--- src/rtl/core/assert_macros.svh ---
// Assertion macros shared by the queue and back-end modules of the mono downmix unit.
`ifndef ASSERT_MACROS_SVH
`define ASSERT_MACROS_SVH
`ifndef SYNTHESIS
`define ASSERT_ON(label, clk, rst_n, prop) \
    label: assert property (@(posedge clk) disable iff (!rst_n) prop) \
        else $error("assertion failed");
`define ASSERT_NEVER(label, clk, rst_n, cond) \
    label: assert property (@(posedge clk) disable iff (!rst_n) !(cond)) \
        else $error("forbidden condition seen");
`else
`define ASSERT_ON(label, clk, rst_n, prop)
`define ASSERT_NEVER(label, clk, rst_n, cond)
`endif
`endif

--- src/rtl/core/pcmq_pkg.sv ---
// Package with the types and constants of the mono downmix unit.
package pcmq_pkg;

    localparam int MAX_CHANNELS = 8;
    localparam int RAW_W        = 32;
    localparam int SAMPLE_W     = 16;
    localparam int POS_W        = (MAX_CHANNELS > 1) ? $clog2(MAX_CHANNELS) : 1;
    localparam int CNT_W        = $clog2(MAX_CHANNELS + 1);
    localparam int SUM_W        = SAMPLE_W + $clog2(MAX_CHANNELS) + 1;
    localparam int ITER_W       = $clog2(SUM_W + 1);
    localparam int FMT_W        = 2;
    localparam int CHAN_W       = 4;
    localparam int CFG_IDX_W    = 1;
    localparam int CFG_DATA_W   = 4;
    localparam int QDEPTH       = 2;
    localparam int QPTR_W       = 1;
    localparam int QCNT_W       = 2;
    localparam int Q15_MAX      = 32767;
    localparam int Q15_MIN      = -32768;

    typedef enum logic [FMT_W-1:0] {
        FMT_U8  = 2'd0,
        FMT_S16 = 2'd1,
        FMT_S24 = 2'd2,
        FMT_S32 = 2'd3
    } t_fmt;

    typedef enum logic [CFG_IDX_W-1:0] {
        REG_SAMPLE_FORMAT = 1'b0,
        REG_CHANNEL_COUNT = 1'b1
    } t_reg_idx;

    localparam t_fmt              FMT_RESET  = FMT_S16;
    localparam logic [CHAN_W-1:0] CHAN_RESET = 4'd2;

    typedef struct packed {
        logic [RAW_W-1:0] raw_sample;
        logic             last_in_clip;
    } t_in;

    typedef struct packed {
        logic signed [SAMPLE_W-1:0] mono_sample;
        logic                       last_out;
    } t_out;

    typedef struct packed {
        logic signed [SUM_W-1:0] sum;
        logic [CNT_W-1:0]        count;
        logic                    last;
    } t_job;

    typedef struct packed {
        logic full;
        logic empty;
    } t_q_status;

endpackage

--- src/rtl/core/pcmq_front.sv ---
// Front end: configuration registers, sample conversion and frame accumulation.
module pcmq_front (
    input  logic                               i_clk,
    input  logic                               i_rst_n,
    input  logic                               i_in_valid,
    output logic                               o_in_stall,
    input  pcmq_pkg::t_in                      i_in,
    input  logic                               i_cfg_valid,
    output logic                               o_cfg_ready,
    input  logic [pcmq_pkg::CFG_IDX_W-1:0]     i_cfg_index,
    input  logic [pcmq_pkg::CFG_DATA_W-1:0]    i_cfg_data,
    input  pcmq_pkg::t_q_status                i_q_status,
    output logic                               o_push,
    output pcmq_pkg::t_job                     o_job
);

    pcmq_pkg::t_fmt                          r_fmt;
    logic [pcmq_pkg::CHAN_W-1:0]             r_chan;
    logic [pcmq_pkg::POS_W-1:0]              r_pos, n_pos;
    logic signed [pcmq_pkg::SUM_W-1:0]       r_sum, n_sum;

    logic [pcmq_pkg::CNT_W-1:0]              w_count;
    logic signed [pcmq_pkg::SAMPLE_W-1:0]    w_conv;
    logic signed [pcmq_pkg::SUM_W-1:0]       w_sum_new;
    logic                                    w_accept;
    logic                                    w_done;

    assign o_cfg_ready = 1'b1;
    assign o_in_stall  = i_q_status.full;
    assign w_accept    = i_in_valid && !i_q_status.full;

    always_comb begin
        if (r_chan == '0) begin
            w_count = pcmq_pkg::CNT_W'(1);
        end else if (int'(r_chan) > pcmq_pkg::MAX_CHANNELS) begin
            w_count = pcmq_pkg::CNT_W'(pcmq_pkg::MAX_CHANNELS);
        end else begin
            w_count = pcmq_pkg::CNT_W'(r_chan);
        end
    end

    always_comb begin
        unique case (r_fmt)
            pcmq_pkg::FMT_U8: begin
                w_conv = {~i_in.raw_sample[7], i_in.raw_sample[6:0], 8'h00};
            end
            pcmq_pkg::FMT_S16: begin
                w_conv = i_in.raw_sample[15:0];
            end
            pcmq_pkg::FMT_S24: begin
                w_conv = i_in.raw_sample[23:8];
            end
            pcmq_pkg::FMT_S32: begin
                w_conv = i_in.raw_sample[31:16];
            end
            default: begin
                w_conv = i_in.raw_sample[15:0];
            end
        endcase
    end

    assign w_sum_new = r_sum + pcmq_pkg::SUM_W'(w_conv);
    assign w_done    = (int'(r_pos) + 1) >= int'(w_count);

    assign o_push = w_accept && w_done;
    assign o_job  = '{sum: w_sum_new, count: w_count, last: i_in.last_in_clip};

    always_comb begin
        n_pos = r_pos;
        n_sum = r_sum;
        if (w_accept) begin
            if (w_done || i_in.last_in_clip) begin
                n_pos = '0;
                n_sum = '0;
            end else begin
                n_pos = r_pos + pcmq_pkg::POS_W'(1);
                n_sum = w_sum_new;
            end
        end
    end

    always_ff @(posedge i_clk) begin
        if (!i_rst_n) begin
            r_fmt  <= pcmq_pkg::FMT_RESET;
            r_chan <= pcmq_pkg::CHAN_RESET;
            r_pos  <= '0;
            r_sum  <= '0;
        end else begin
            r_pos <= n_pos;
            r_sum <= n_sum;
            if (i_cfg_valid) begin
                if (i_cfg_index == pcmq_pkg::REG_SAMPLE_FORMAT) begin
                    r_fmt <= pcmq_pkg::t_fmt'(i_cfg_data[pcmq_pkg::FMT_W-1:0]);
                end else if (i_cfg_index == pcmq_pkg::REG_CHANNEL_COUNT) begin
                    r_chan <= i_cfg_data[pcmq_pkg::CHAN_W-1:0];
                end
            end
        end
    end

endmodule

--- src/rtl/core/pcmq_queue.sv ---
// Two-entry queue that carries finished frame sums from the front to the back.
`include "assert_macros.svh"

module pcmq_queue (
    input  logic                i_clk,
    input  logic                i_rst_n,
    input  logic                i_push,
    input  pcmq_pkg::t_job      i_job,
    input  logic                i_pop,
    output pcmq_pkg::t_job      o_job,
    output pcmq_pkg::t_q_status o_status
);

    pcmq_pkg::t_job                r_mem [pcmq_pkg::QDEPTH];
    logic [pcmq_pkg::QPTR_W-1:0]   r_wr_ptr;
    logic [pcmq_pkg::QPTR_W-1:0]   r_rd_ptr;
    logic [pcmq_pkg::QCNT_W-1:0]   r_count;

    assign o_job          = r_mem[r_rd_ptr];
    assign o_status.full  = (r_count == pcmq_pkg::QCNT_W'(pcmq_pkg::QDEPTH));
    assign o_status.empty = (r_count == '0);

    always_ff @(posedge i_clk) begin
        if (i_push) begin
            r_mem[r_wr_ptr] <= i_job;
        end
    end

    always_ff @(posedge i_clk) begin
        if (!i_rst_n) begin
            r_wr_ptr <= '0;
            r_rd_ptr <= '0;
            r_count  <= '0;
        end else begin
            if (i_push) begin
                r_wr_ptr <= r_wr_ptr + pcmq_pkg::QPTR_W'(1);
            end
            if (i_pop) begin
                r_rd_ptr <= r_rd_ptr + pcmq_pkg::QPTR_W'(1);
            end
            if (i_push && !i_pop) begin
                r_count <= r_count + pcmq_pkg::QCNT_W'(1);
            end else if (i_pop && !i_push) begin
                r_count <= r_count - pcmq_pkg::QCNT_W'(1);
            end
        end
    end

    `ASSERT_NEVER(a_no_overflow, i_clk, i_rst_n, i_push && o_status.full)
    `ASSERT_NEVER(a_no_underflow, i_clk, i_rst_n, i_pop && o_status.empty)
    `ASSERT_ON(a_count_bound, i_clk, i_rst_n, r_count <= pcmq_pkg::QCNT_W'(pcmq_pkg::QDEPTH))

endmodule

--- src/rtl/core/pcmq_back.sv ---
// Back end: serial divider by the channel count, clamp and output register.
`include "assert_macros.svh"

module pcmq_back (
    input  logic                i_clk,
    input  logic                i_rst_n,
    input  pcmq_pkg::t_q_status i_q_status,
    input  pcmq_pkg::t_job      i_job,
    output logic                o_pop,
    output logic                o_out_valid,
    input  logic                i_out_stall,
    output pcmq_pkg::t_out      o_out
);

    typedef enum logic [1:0] {
        S_IDLE = 2'b01,
        S_DIV  = 2'b10
    } t_bstate;

    t_bstate                              r_state;
    logic [pcmq_pkg::SUM_W-1:0]           r_mag;
    logic [pcmq_pkg::CNT_W-1:0]           r_rem;
    logic [pcmq_pkg::CNT_W-1:0]           r_div;
    logic                                 r_neg;
    logic                                 r_last;
    logic [pcmq_pkg::ITER_W-1:0]          r_iter;
    logic                                 r_out_valid;
    pcmq_pkg::t_out                       r_out;

    logic [pcmq_pkg::CNT_W:0]             w_trial;
    logic [pcmq_pkg::CNT_W:0]             w_sub;
    logic                                 w_qbit;
    logic                                 w_div_end;
    logic                                 w_out_free;
    logic                                 w_write;
    logic signed [pcmq_pkg::SUM_W:0]      w_quot;
    logic signed [pcmq_pkg::SAMPLE_W-1:0] w_clamped;

    assign o_pop       = (r_state == S_IDLE) && !i_q_status.empty;
    assign o_out_valid = r_out_valid;
    assign o_out       = r_out;

    assign w_trial    = {r_rem, r_mag[pcmq_pkg::SUM_W-1]};
    assign w_sub      = w_trial - {1'b0, r_div};
    assign w_qbit     = (w_trial >= {1'b0, r_div});
    assign w_div_end  = (r_iter == pcmq_pkg::ITER_W'(pcmq_pkg::SUM_W));
    assign w_out_free = !r_out_valid || !i_out_stall;
    assign w_write    = (r_state == S_DIV) && w_div_end && w_out_free;

    always_comb begin
        if (r_neg) begin
            w_quot = -$signed({1'b0, r_mag});
        end else begin
            w_quot = $signed({1'b0, r_mag});
        end
        if (w_quot > (pcmq_pkg::SUM_W+1)'(pcmq_pkg::Q15_MAX)) begin
            w_clamped = pcmq_pkg::SAMPLE_W'(pcmq_pkg::Q15_MAX);
        end else if (w_quot < (pcmq_pkg::SUM_W+1)'(pcmq_pkg::Q15_MIN)) begin
            w_clamped = pcmq_pkg::SAMPLE_W'(pcmq_pkg::Q15_MIN);
        end else begin
            w_clamped = w_quot[pcmq_pkg::SAMPLE_W-1:0];
        end
    end

    always_ff @(posedge i_clk) begin
        if (o_pop) begin
            r_neg  <= i_job.sum[pcmq_pkg::SUM_W-1];
            r_mag  <= i_job.sum[pcmq_pkg::SUM_W-1] ? -i_job.sum : i_job.sum;
            r_rem  <= '0;
            r_div  <= i_job.count;
            r_last <= i_job.last;
        end else if ((r_state == S_DIV) && !w_div_end) begin
            r_mag <= {r_mag[pcmq_pkg::SUM_W-2:0], w_qbit};
            r_rem <= w_qbit ? w_sub[pcmq_pkg::CNT_W-1:0] : w_trial[pcmq_pkg::CNT_W-1:0];
        end
        if (w_write) begin
            r_out <= '{mono_sample: w_clamped, last_out: r_last};
        end
    end

    always_ff @(posedge i_clk) begin
        if (!i_rst_n) begin
            r_state     <= S_IDLE;
            r_iter      <= '0;
            r_out_valid <= 1'b0;
        end else begin
            unique case (r_state)
                S_IDLE: begin
                    if (o_pop) begin
                        r_state <= S_DIV;
                        r_iter  <= '0;
                    end
                end
                S_DIV: begin
                    if (!w_div_end) begin
                        r_iter <= r_iter + pcmq_pkg::ITER_W'(1);
                    end else if (w_out_free) begin
                        r_state <= S_IDLE;
                    end
                end
                default: begin
                    r_state <= S_IDLE;
                end
            endcase
            if (w_write) begin
                r_out_valid <= 1'b1;
            end else if (!i_out_stall) begin
                r_out_valid <= 1'b0;
            end
        end
    end

    `ASSERT_ON(a_div_nonzero, i_clk, i_rst_n, (r_state == S_DIV) |-> (r_div != '0))
    `ASSERT_ON(a_iter_bound, i_clk, i_rst_n, r_iter <= pcmq_pkg::ITER_W'(pcmq_pkg::SUM_W))
    `ASSERT_ON(a_pop_starts, i_clk, i_rst_n, o_pop |=> (r_state == S_DIV))

endmodule

--- src/rtl/core/pcm_to_q15_mono_downmix_unit.sv ---
// Top level of the PCM to Q15 mono downmix unit.
//
//  Channel   Direction  Handshake             Payload
//  in        sink       i_in_valid/o_in_stall  pcmq_pkg::t_in (raw sample, clip end)
//  out       source     o_out_valid/i_out_stall pcmq_pkg::t_out (mono sample, last)
//  cfg       sink       i_cfg_valid/o_cfg_ready index and write data
//
// A channel sample is accepted whenever it is valid and the frame queue has room.
// A finished frame passes through the serial divider in the back end, which
// produces one quotient bit per cycle over the 20-bit frame sum.
// Reset is synchronous and sets 16-bit samples with two channels per frame.
// The input stalls only while the two-entry frame queue is full.
module pcm_to_q15_mono_downmix_unit (
    input  logic                               i_clk,
    input  logic                               i_rst_n,
    input  logic                               i_in_valid,
    output logic                               o_in_stall,
    input  pcmq_pkg::t_in                      i_in,
    output logic                               o_out_valid,
    input  logic                               i_out_stall,
    output pcmq_pkg::t_out                     o_out,
    input  logic                               i_cfg_valid,
    output logic                               o_cfg_ready,
    input  logic [pcmq_pkg::CFG_IDX_W-1:0]     i_cfg_index,
    input  logic [pcmq_pkg::CFG_DATA_W-1:0]    i_cfg_data
);

    pcmq_pkg::t_q_status w_q_status;
    pcmq_pkg::t_job      w_push_job;
    pcmq_pkg::t_job      w_pop_job;
    logic                w_push;
    logic                w_pop;

    pcmq_front u_front (
        .i_clk       (i_clk),
        .i_rst_n     (i_rst_n),
        .i_in_valid  (i_in_valid),
        .o_in_stall  (o_in_stall),
        .i_in        (i_in),
        .i_cfg_valid (i_cfg_valid),
        .o_cfg_ready (o_cfg_ready),
        .i_cfg_index (i_cfg_index),
        .i_cfg_data  (i_cfg_data),
        .i_q_status  (w_q_status),
        .o_push      (w_push),
        .o_job       (w_push_job)
    );

    pcmq_queue u_queue (
        .i_clk    (i_clk),
        .i_rst_n  (i_rst_n),
        .i_push   (w_push),
        .i_job    (w_push_job),
        .i_pop    (w_pop),
        .o_job    (w_pop_job),
        .o_status (w_q_status)
    );

    pcmq_back u_back (
        .i_clk       (i_clk),
        .i_rst_n     (i_rst_n),
        .i_q_status  (w_q_status),
        .i_job       (w_pop_job),
        .o_pop       (w_pop),
        .o_out_valid (o_out_valid),
        .i_out_stall (i_out_stall),
        .o_out       (o_out)
    );

endmodule
--- config.mk ---
export PLATFORM = sky130hd
export DESIGN_NAME = pcm_to_q15_mono_downmix_unit
export DESIGN_NICKNAME = d
export VERILOG_FILES = /design/src/rtl/core/pcmq_pkg.sv /design/src/rtl/core/pcmq_front.sv /design/src/rtl/core/pcmq_queue.sv /design/src/rtl/core/pcmq_back.sv /design/src/rtl/core/pcm_to_q15_mono_downmix_unit.sv
export VERILOG_INCLUDE_DIRS = /design/src /design/src/rtl/core
export SDC_FILE = /design/constraint.sdc
export NUM_CORES = 1
export LEC_CHECK = 0
export BUFFER_PORTS_ARGS = -buffer_cell sky130_fd_sc_hd__buf_2
export CORE_MARGIN = 3
export CORE_UTILIZATION = 46
export CTS_BUF_LIST = sky130_fd_sc_hd__clkbuf_4
export DETAILED_ROUTE_END_ITERATION = 6
export PLACE_DENSITY = 0.61
export SYNTH_ARGS = -nofsm -noshare
export SYNTH_HDL_FRONTEND = slang
export SYNTH_HIERARCHICAL = 1
export SYNTH_SLANG_ARGS = --single-unit
--- constraint.sdc ---
create_clock -name i_clk -period 6.1 [get_ports i_clk]
set_input_delay 0.61 -clock i_clk [delete_from_list [all_inputs] [get_ports i_clk]]
set_output_delay 0.61 -clock i_clk [all_outputs]
set_load 0.02 [all_outputs]
==> metrics.md, run 1 <==
| Metric | Value |
|---|---|
| Status | finished clean |
| Worst slack, placed | 2.24 ns |
| DRT antenna net count | 0 |
| Final WS setup | 2.24 ns |
| WP data required | 6.54 ns |
| CP peak stage delay | 0.85 ns |
| Worst slew pin tran | 1.13 ns |
| Pre-Repair DR Iteration Count | 4 |
| Vias in the first global route | 5315 |
| Setup TNS | 0 ns |
| Clk pwr share | 16.1% |
| Comb pwr share | 37.7% |
| Slowest-stage cell, CP | dfxtp_1 |
| Worst Hold Path Cells | 3 |
| Final Util | 51.8% |
| Post-DP HPWL | 10.6 mm |
| Critical path type | reg2reg |
| Crit-path cells | mux2_2 > a22o_1 > ha_1 > fa_1 > a21o_1 > a221oi_2 > a21oi_2 > a221o_2 > nand2_1 > o21ai_1 > xor2_1 > a22o_1 |
| Initial Utilization | 47.9% |
| Total number of H-tree levels | 4 |
| Reg2reg end | u_front/r_sum[18] |
| Mean post-synth cell area | 10.8 um^2 |
| Final Hold Viols | 0 |
| Leak pwr | 3.32 nW |
| Die height | 136 um |
| Pwr Density | 375 nW/um^2 |
| Switching part of the total | 38.7% |
| Synth cell count leaders | 93 x edfxtp_1, 59 x nand2_1, 46 x dfxtp_1 |
| Count of different cell masters after synthesis | 72 |
| Synth top area share | 35.9% |
| TritonCTS clock tree | yes |
| Routability cong. | 0.895 |
| Starting DRC count in detailed routing | 287 |
| Most frequent cell after synthesis | edfxtp_1 |
| Seq/Total Area, Yosys | 47.8% |
| Register-to-register setup slack | 2.24 ns |
| P_int | 1.94 mW |
| CTS clk-pin slew, worst paths | 0.12 ns |
| Row Count | 46 |
| R2r worst-path depth | 12 |
| Clock Skew | 0.0227 ns |
| WL final | 14.4 mm |
| Drt drc | 0 |
| Seq pwr share | 46.2% |
| WL/cell | 14.6 um |
| RSZ-0062 raised after global routing | no |
| FMAX | 259 MHz |
| GRT overflow | 0 |
| Worst Hold End | u_front/r_fmt[0] |
| Die area | 18500 um^2 |
| Tcrit/Tclk final | 63.3% |
| Crit-path max FO | 19 |
| Post-layout min period | 3.86 ns |
| Asr flop ratio synth | 0% |
| Vias per cell | 5.41 |
| Fill count | 1451 |
| Max_slew headroom | 24.5% |
| Area Growth Syn to Fin | 8.18% |
| CP Launch Type | register |
| Synth top area cells | edfxtp_1 36%, dfxtp_1 12%, ha_1 5.3% |
| # IOs | 63 |
| Number of synthesized flops with an enable pin | 93 |
| Min Hold Slack | 0.296 ns |
| Final setup fails | 0 |
| CP startpoint | u_front/r_fmt[1] |
| CP arrival | 4.30 ns |
| Slew Viols, Final | 0 |
| Most frequent cell on the critical path | a22o_1 |
| Setup bufs post-CTS | 0 |
| Area of the multi-input gates | 3780 um^2 |
| Initial antenna violation count | 0 |
| Critical Path Sink Type | register |
| Worst hold path type | in2reg |
| Max-cap viol count | 0 |
| Post-synth top flop | edfxtp_1 |
| # port buffers | 61 |
| Clock Tree Root | clkbuf_4 |
| Cell count after synthesis | 718 |
| Syn Nets | 796 |
| Worst hold path startpoint | i_cfg_data[0] |
| Yosys warnings | 6 |
| Die width | 136 um |
| DR vias | 5358 |
| First-pass GRT wire length | 24.5 mm |
| Power, Total | 3.16 mW |
| PostCTS Resize Cnt | 0 |
| Synth area leader | edfxtp_1 |
| CTS Buffer Depth | 2 |
| Switch Pwr | 1.22 mW |
| Clock Sinks | 139 |
| Largest net degree at the start of global routing | 48 |
| Register Area | 3710 um^2 |
| Share of cells above drive strength 1 | 19.6% |
| CTS Hold Bufs | 0 |
| Reg2Reg Launch Point | u_front/r_fmt[1] |
| Post-Syn Area | 7770 um^2 |
| GRT Overall Usage | 16.4% |
| Flops & latches, synth | 139 |
| Cts bufs inserted | 17 |
| Peak supply drop | 130 uV |
| Layout net count | 840 |
| Antenna Cells | 0 |
| Core ar. | 16200 um^2 |
| Worst-Skew Late Latency | 0.54 ns |
-- layout make-up --
| type | instances | area share [%] |
|---|---|---|
| tap | 216 | 3.21 |
| inverter | 24 | 1.07 |
| timing repair buffer | 64 | 3.90 |
| clock buffer | 18 | 1.61 |
| sequential | 139 | 44.2 |
| multi-input combinational | 516 | 44.9 |
| clock inverter | 14 | 1.12 |
-- critical path: cells and delay by family, from the launching register on --
family	cells	cell delay [ns]
multiplexers	1	0.42
adder cells (fa/ha/maj)	2	0.62
AO/OA/AOI/OAI	7	1.62
AND/OR/NAND/NOR	1	0.08
XOR/XNOR	1	0.17
flip-flops	1	0.85
-- power by group through the flow --
| stage | Combinational [mW] | Sequential, mW | Clock (mW) |
|---|---|---|---|
| after floorplan | 1.06 | 1.38 | 0 |
| after global placement | 1.15 | 1.47 | 0 |
| after detailed placement | 1.19 | 1.48 | 0 |
| after CTS | 1.20 | 1.46 | 0.531 |
| after global routing | 1.34 | 1.49 | 0.573 |
| final | 1.19 | 1.46 | 0.508 |
-- per-stage QoR --
stage          cell area [um^2]  std cells
6_report                   8410        991
2_1_floorplan              7770        718
3_5_place_dp               8180        959
4_1_cts                    8410        991
3_3_place_gp               8180        959
5_1_grt                    8410        991
-- kinds of logic after synthesis --
kind of cell	count (synthesis)	synth area share (%)
compound gates	168	14.9
xor+xnor	60	7.00
other cells	1	0.0482
buf+inv	63	3.65
flops	139	47.8
mux	49	7.02
simple gates	203	13.8
fa+ha+maj	35	5.83
-- routing by layer --
layer	track usage (%)	share of wire, %	vias up	wire length, um
met4	6.72	1.8	0	261
li1	-	-	2747	-
met2	26.4	45	136	6560
met5	0	0	-	0
met1	21.2	48	2450	6980
met3	4.22	4.4	25	635
-- state kept, by name (all words and copies together), names as in the netlist, named ones only --
signal	flops
u_back/o_out	17
u_back/o_out_valid	1
u_back/r_div	4
u_back/r_iter	5
u_back/r_last	1
u_back/r_mag	20
u_back/r_neg	1
u_back/r_rem	4
u_back/r_state	2
u_front/r_chan	4
u_front/r_fmt	2
u_front/r_pos	3
u_front/r_sum	20
u_queue/r_count	2
u_queue/r_mem	50
u_queue/r_rd_ptr	1
u_queue/r_wr_ptr	1
-- worst max path at each step --
stage | end | slack [ns]
detailed placement | u_front/r_sum[18] | 2.24
finish | u_front/r_sum[18] | 2.24
CTS | u_front/r_sum[18] | 2.23
global route | u_front/r_sum[18] | 1.97
global placement | u_front/r_sum[18] | 2.32
floorplan | u_front/r_sum[18] | 2.71
-- placed cells by master, fill, tap and decap left out, types with 20 or more instances in the layout --
cell type,count
edfxtp_1,93
buf_2,61
nand2_1,59
dfxtp_1,46
o21ai_0,41
mux2_2,34
xor2_1,33
ha_1,33
nor2_1,31
a21oi_1,29
xnor2_1,26
inv_1,24
a22o_1,20
(Power assumes the default switching activity.)
==> run 2, diff against run 1 <==
--- a/config.mk
+++ b/config.mk
@@ -6,6 +6,7 @@
 export SDC_FILE = /design/constraint.sdc
 export NUM_CORES = 1
 export LEC_CHECK = 0
+export ABC_AREA = 1
 export BUFFER_PORTS_ARGS = -buffer_cell sky130_fd_sc_hd__buf_2
 export CORE_MARGIN = 3
 export CORE_UTILIZATION = 46
==> constraint.sdc (replaced) <==
create_clock -name i_clk -period 3.9 [get_ports i_clk]
set_input_delay 0.39 -clock i_clk [delete_from_list [all_inputs] [get_ports i_clk]]
set_output_delay 0.39 -clock i_clk [all_outputs]
set_load 0.02 [all_outputs]
==> run 2 against run 1 <==
  * Critical path depth up 1
  * Register-to-register slack worse by 1.5 ns
  * Clock skew up 0.0063 ns
  * Hold slack worse by 0.20 ns
  * Global-route usage up 1.9 points
  * Die area up 5.5%
  * Worst setup slack worse by 1.5 ns
  * Area after synthesis up 5.7%
  * Final cell count up 30%
  * Critical endpoint is now u_queue/r_mem[0][21]
==> metrics.md, run 2 <==
| Metric | Value |
|---|---|
| Cts bufs inserted | 17 (unchanged) |
| WL/cell | 13.5 um (-7.2%) |
| DP Cell Count | 1255 (+31%) |
| Switch Pwr | 2.12 mW (+74%) |
| Clock Sinks | 139 (unchanged) |
| CTS Hold Bufs | 0 (unchanged) |
| Asr flop ratio synth | 0% (unchanged) |
| Max_slew headroom | 39.5% (+15 points) |
| Worst-Skew Late Latency | 0.54 ns (about the same) |
| Min Hold Slack | 0.0988 ns (-0.197 ns) |
| Worst Hold Path Cells | 3 (unchanged) |
| Final Hold Viols | 0 (unchanged) |
| CP Launch Type | register |
| Worst slack, placed | 0.885 ns (-1.36 ns) |
| Pwr Density | 615 nW/um^2 (+64%) |
| P_int | 3.42 mW (+76%) |
| WL final | 17.4 mm (+21%) |
| Synth area leader | edfxtp_1 |
| Comb pwr share | 40.8% (+3.1 points) |
| Share of cells above drive strength 1 | 13.6% (-6.1 points) |
| Pre-Repair DR Iteration Count | 5 (+1) |
| Worst hold path type | in2reg |
| # port buffers | 61 (unchanged) |
| PostCTS Resize Cnt | 0 (unchanged) |
| Most common cell after layout, fill and taps aside | nand2_1 |
| Fill count | 1714 (+18%) |
| GRT overflow | 0 (unchanged) |
| Setup bufs post-CTS | 0 (unchanged) |
| Biggest register | u_queue/r_mem |
| Seq pwr share | 40.4% (-5.8 points) |
| R2r worst-path depth | 13 (+1) |
| Initial Utilization | 47.2% (-0.70 points) |
| Synth top area cells | edfxtp_1 34%, nand2_1 12%, dfxtp_1 11% |
| Routability cong. | 0.938 (+4.9%) |
| Peak supply drop | 385 uV (+200%) |
| First-pass GRT wire length | 29.3 mm (+20%) |
| CTS Buffer Depth | 2 (unchanged) |
| Commonest cells after routing, fill and taps aside | 263 x nand2_1, 114 x inv_1, 97 x nor2_1, 93 x edfxtp_1, 61 x buf_2 |
| Final setup fails | 0 (unchanged) |
| Reg2Reg Launch Point | u_front/r_fmt[1] |
| Worst slew pin tran | 0.904 ns (-0.229 ns) |
| CP arrival | 3.44 ns (-0.86 ns) |
| Vias per cell | 5.05 (-6.5%) |
| Number of synthesized flops with an enable pin | 93 (unchanged) |
| Largest regs | u_queue/r_mem (50), u_back/r_mag (20), u_front/r_sum (20) |
| Row Count | 48 (+4.3%) |
| Clk pwr share | 18.7% (+2.6 points) |
| GRT Overall Usage | 18.3% (+1.9 points) |
| Die height | 140 um (+2.7%) |
| Largest net degree at the start of global routing | 31 (-35%) |
| Leak pwr | 4.07 nW (+23%) |
| Synth top area share | 34.0% (-2.0 points) |
| Starting DRC count in detailed routing | 309 (+7.7%) |
| Clock Tree Root | clkbuf_4 |
| Cell count after synthesis | 986 (+37%) |
| Switching part of the total | 38.3% (-0.37 points) |
| WP data required | 4.20 ns (-2.34 ns) |
| Layout Cells excl Fill | 1288 (+30%) |
| Slew Viols, Final | 0 (unchanged) |
| Synth cell count leaders | 263 x nand2_1, 114 x inv_1, 99 x nor2_1 |
| Post-synth top flop | edfxtp_1 |
| Drt drc | 0 (unchanged) |
| DR vias | 6509 (+21%) |
| Seq/Total Area, Yosys | 45.2% (-2.6 points) |
| TritonCTS clock tree | yes |
| Clock Skew | 0.0290 ns (+0.00629 ns) |
| CTS clk-pin slew, worst paths | 0.12 ns (about the same) |
| Worst Hold End | u_front/r_fmt[0] |
| # IOs | 63 (unchanged) |
| Register-to-register setup slack | 0.76 ns (-1.47 ns) |
| Die width | 140 um (+2.7%) |
| Syn Nets | 1064 (+34%) |
| Setup TNS | 0 ns (unchanged) |
| Initial antenna violation count | 1 (+1) |
| Die area | 19500 um^2 (+5.5%) |
| Post-Syn Area | 8220 um^2 (+5.7%) |
| Count of different cell masters after synthesis | 47 (-35%) |
| Final WS setup | 0.762 ns (-1.47 ns) |
| Critical path type | reg2reg |
| Post-layout min period | 3.14 ns (-0.725 ns) |
| Max-cap viol count | 0 (unchanged) |
| Max reg flops | 50 (unchanged) |
| FMAX | 319 MHz (+23%) |
| Mean post-synth cell area | 8.34 um^2 (-23%) |
| Post-DP HPWL | 13.5 mm (+28%) |
| Crit-path max FO | 11 (-8) |
| Flops & latches, synth | 139 (unchanged) |
| Core ar. | 17400 um^2 (+7.3%) |
| Critical Path Sink Type | register |
| Area Growth Syn to Fin | 9.56% |
| Yosys warnings | 6 (unchanged) |
| DRT antenna net count | 0 (unchanged) |
| Most frequent cell after synthesis | nand2_1 |
| RSZ-0062 raised after global routing | no |
| Tcrit/Tclk final | 80.5% (+17 points) |
| Worst hold path startpoint | i_cfg_data[0] |
| Reg2reg end | u_queue/r_mem[0][21] |
| Total number of H-tree levels | 4 (unchanged) |
| Status | finished clean |
| Vias in the first global route | 6298 (+18%) |
| Layout net count | 1127 (+34%) |
-- run 2: cell type report --
cell class                      instances  area, um^2  area share [%]
Multi-Input combinational cell        705        3880            43.1
Sequential cell                       139        3710            41.2
Inverter                              116         435            4.83
Timing Repair Buffer                   70         373            4.14
Tap cell                              225         282            3.13
Clock buffer                           22         165            1.83
Clock inverter                         10         151            1.68
Antenna cell                            1        2.50          0.0278
-- run 2: logic make-up (layout without fill, tap and decap cells) --
| group | count (synthesis) | in the layout | share of synthesized area, % |
|---|---|---|---|
| and+or+nand+nor | 474 | 474 | 24.4 |
| other | 1 | 2 | 0.0456 |
| DFF | 139 | 139 | 45.2 |
| adders and majority gates | 35 | 35 | 5.51 |
| buffers and inverters | 142 | 218 | 7.64 |
| muxes | 25 | 25 | 4.34 |
| AOI/OAI and AO/OA | 136 | 136 | 9.27 |
| xor gates and xnor gates | 34 | 34 | 3.62 |
-- run 2: worst max-delay path: stages, from the launching register on --
cell and delay (ns):
dfxtp_1 0.56, inv_1 0.16, nor2_1 0.11, buf_4 0.19, inv_1 0.12, o211ai_1 0.20, o21ai_0 0.22, inv_1 0.11
ha_1 0.30, a21oi_1 0.20, o21ai_0 0.19, a21oi_1 0.25, nand3_1 0.13, and2_1 0.18
-- run 2: metal layers --
layer	track usage, %	vias to the layer above	share of wire (%)
met5	0	-	0
met2	30.9	149	46
met3	4.23	38	4.4
met1	22.8	2923	46
met4	7.39	0	3.1
li1	-	3399	-
-- run 2: power groups by stage --
stage | registers, mW | clock network (mW) | logic [mW]
floorplan | 2.20 | 0 | 1.90
finish | 2.24 | 1.04 | 2.26
global route | 2.28 | 1.14 | 2.59
global placement | 2.27 | 0 | 2.25
detailed placement | 2.27 | 0 | 2.26
CTS | 2.24 | 1.08 | 2.27
-- run 2: metrics by stage --
stage / total power [mW] / utilization, % / area (um^2)
2_1_floorplan: 4.09 / - / 8220
6_report: 5.54 / 51.7 / 9010
4_1_cts: 5.59 / 51.7 / 9000
3_3_place_gp: 4.52 / 49.9 / 8690
5_1_grt: 6.02 / 51.7 / 9010
3_5_place_dp: 4.54 / 49.9 / 8690
-- run 2: how the worst max path moves through the flow --
stage	from	endpoint	cells past startpoint
after floorplan	u_front/r_pos[0]	u_queue/r_mem[0][0]	10
final	u_front/r_fmt[1]	u_queue/r_mem[0][21]	13
after global routing	u_front/r_fmt[1]	u_front/r_sum[16]	15
after CTS	u_front/r_fmt[1]	u_queue/r_mem[1][21]	13
after global placement	u_front/r_fmt[1]	u_queue/r_mem[0][21]	13
after detailed placement	u_front/r_fmt[1]	u_queue/r_mem[0][21]	13
==> run 3, diff against run 2 <==
==> constraint.sdc (replaced) <==
create_clock -name i_clk -period 3 [get_ports i_clk]
set_input_delay 0.3 -clock i_clk [delete_from_list [all_inputs] [get_ports i_clk]]
set_output_delay 0.3 -clock i_clk [all_outputs]
set_load 0.02 [all_outputs]
==> run 3 against run 2 <==
  * Via count fell by 1.7%
  * Combinational power grew 31%
  * Sequential power grew 30%
  * Register-to-register slack worse by 0.60 ns
  * Clock power is 24% higher
  * Highest routed layer unchanged
  * Non-clock buffer count up 15
  * Global-route usage barely moved
  * Critical path depth is 2 lower
  * First-iteration DRC count increased by 15%
  * Critical endpoint is now u_queue/r_mem[1][14]
  * Clock skew about the same
  * Core utilization grew 0.71 points
  * Power increased by 30%
==> metrics.md, run 3 (same netlist as run 2, synthesis figures left out) <==
| Metric | Value |
|---|---|
| Final Hold Viols | 0 (unchanged) |
| Pwr Density | 786 nW/um^2 (+28%) |
| # port buffers | 61 (unchanged) |
| Comb pwr share | 41.4% (+0.6 points) |
| Peak supply drop | 404 uV (+5.0%) |
| Vias in the first global route | 6238 (-0.95%) |
| Post-DP HPWL | 13.3 mm (-2.0%) |
| GRT Overall Usage | 18.3% (-0.038 points) |
| Setup bufs post-CTS | 0 (unchanged) |
| Row Count | 48 (unchanged) |
| Leak pwr | 4.12 nW (+1.2%) |
| WL/cell | 13.1 um (-2.8%) |
| Crit-path max FO | 15 (+4) |
| Cts bufs inserted | 17 (unchanged) |
| P_int | 4.36 mW (+28%) |
| Worst-Skew Late Latency | 0.55 ns (about the same) |
| Layout net count | 1142 (+1.3%) |
| CP arrival | 3.13 ns (-0.31 ns) |
| Core ar. | 17400 um^2 (unchanged) |
| Most common cell after layout, fill and taps aside | nand2_1 |
| Max-cap viol count | 0 (unchanged) |
| # IOs | 63 (unchanged) |
| DR vias | 6398 (-1.7%) |
| DP Cell Count | 1263 (+0.64%) |
| Critical Path Sink Type | register |
| Routability cong. | 0.872 (-7.0%) |
| Power, Total | 7.18 mW (+30%) |
| Min Hold Slack | 0.0586 ns (-0.0403 ns) |
| FMAX | 352 MHz (+10%) |
| CTS Buffer Depth | 2 (unchanged) |
| Max_slew headroom | 49.0% (+9.5 points) |
| Clock Sinks | 139 (unchanged) |
| WP data required | 3.28 ns (-0.92 ns) |
| CP Launch Type | register |
| TritonCTS clock tree | yes |
| Total number of H-tree levels | 4 (unchanged) |
| Drt drc | 0 (unchanged) |
| Vias per cell | 4.91 (-2.8%) |
| Final setup fails | 0 (unchanged) |
| Seq pwr share | 40.6% (+0.2 points) |
| First-pass GRT wire length | 29.3 mm (-0.21%) |
| Critical path type | reg2reg |
| Post-layout min period | 2.84 ns (-0.296 ns) |
| Clock Tree Root | clkbuf_4 |
| WL final | 17.1 mm (-1.7%) |
| Largest net degree at the start of global routing | 28 (-9.7%) |
| Largest regs | u_queue/r_mem (50), u_back/r_mag (20), u_front/r_sum (20) |
| Biggest register | u_queue/r_mem |
| Clk pwr share | 18.0% (-0.7 points) |
| Commonest cells after routing, fill and taps aside | 263 x nand2_1, 113 x inv_1, 96 x nor2_1, 93 x edfxtp_1, 61 x buf_2 |
| DRT antenna net count | 0 (unchanged) |
| Switching part of the total | 39.2% (+0.94 points) |
| Worst hold path type | in2reg |
| Die width | 140 um (unchanged) |
| Status | finished clean |
| Layout Cells excl Fill | 1303 (+1.2%) |
| Worst slew pin tran | 0.764 ns (-0.140 ns) |
| Initial antenna violation count | 1 (unchanged) |
| Initial Utilization | 47.2% (unchanged) |
| GRT overflow | 0 (unchanged) |
| Switch Pwr | 2.82 mW (+33%) |
| CTS clk-pin slew, worst paths | 0.12 ns (about the same) |
| Die area | 19500 um^2 (unchanged) |
| Tcrit/Tclk final | 94.7% (+14 points) |
| Slew Viols, Final | 0 (unchanged) |
| Die height | 140 um (unchanged) |
| Starting DRC count in detailed routing | 354 (+15%) |
| Area Growth Syn to Fin | 11.1% |
| Pre-Repair DR Iteration Count | 5 (unchanged) |
| Share of cells above drive strength 1 | 14.4% (+0.83 points) |
| Clock Skew | 0.0292 ns (+0.000176 ns) |
| Max reg flops | 50 (unchanged) |
-- run 3: cell count changes in the layout (fill, tap and decap cells not counted), sizes merged --
cell	change
inv	+1
dlygate4sd3	+7
bufinv	-1
clkinvlp	+3
buf	+8
clkinv	+1
clkbuf	-4
-- run 3: final cells by class --
cell class	instances	area [um^2]
multi-input cells	705	3890
inverters	116	435
fillers	1729	8290
clock inverters	14	173
well taps	225	282
flip-flops and latches	139	3710
repair buffers	85	503
diodes	1	2.50
clock buffers	18	135
-- run 3: critical path, cell delays in order (launching register included) --
cell and delay [ns]:
dfxtp_1 0.47, nand2_1 0.14, inv_2 0.23, nand2_1 0.08
a31oi_1 0.30, ha_1 0.36, nand2_1 0.15, inv_1 0.05
a21oi_1 0.20, nand3_1 0.16, or2_2 0.31, and2_1 0.15
-- run 3: final timing paths --
path	startpoint	end	slack (ns)	depth (start not counted)
setup reg to reg	u_front/r_fmt[0]	u_queue/r_mem[1][14]	0.16	11
hold reg to reg	u_front/r_sum[6]	u_front/r_sum[6]	0.48	2
setup / recovery	u_front/r_fmt[0]	u_queue/r_mem[1][14]	0.16	11
hold / removal	i_cfg_data[3]	u_front/r_chan[3]	0.06	3
-- run 3: layer usage --
metal | vias to the layer above | part of all wire, % | GRT usage, % | wire, um
met4 | 0 | 1.4 | 5.66 | 246
met3 | 19 | 4.1 | 3.51 | 699
met5 | - | 0 | 0 | 0
li1 | 3426 | - | - | -
met1 | 2827 | 47 | 23.7 | 8020
met2 | 126 | 48 | 31.1 | 8150
-- run 3: repair_timing --
item / 4_1_cts / 5_1_grt
setup endpoints to repair: 0 / 8
endpoints found under the hold margin: 7 / 0
resized for setup: 0 / 3
hold buffers: 7 / 0
-- run 3: power by group through the flow --
stage          Sequential [mW]  Combinational [mW]  Clock, mW
2_1_floorplan             2.85                2.47          0
3_3_place_gp              2.95                2.95          0
3_5_place_dp              2.96                2.98          0
4_1_cts                   2.91                3.00       1.34
5_1_grt                   2.97                3.44       1.43
6_report                  2.91                2.97       1.29
-- run 3: stage by stage --
stage | cell area (um^2) | setup TNS [ns] | utilization, % | setup WS (ns)
2_1_floorplan | 8220 | 0 | - | 0.0744
3_3_place_gp | 8750 | 0 | 50.2 | 0.214
3_5_place_dp | 8750 | 0 | 50.2 | 0.246
4_1_cts | 9130 | 0 | 52.4 | 0.206
5_1_grt | 9130 | -0.00310 | 52.4 | -0.00310
6_report | 9130 | 0 | 52.4 | 0.158
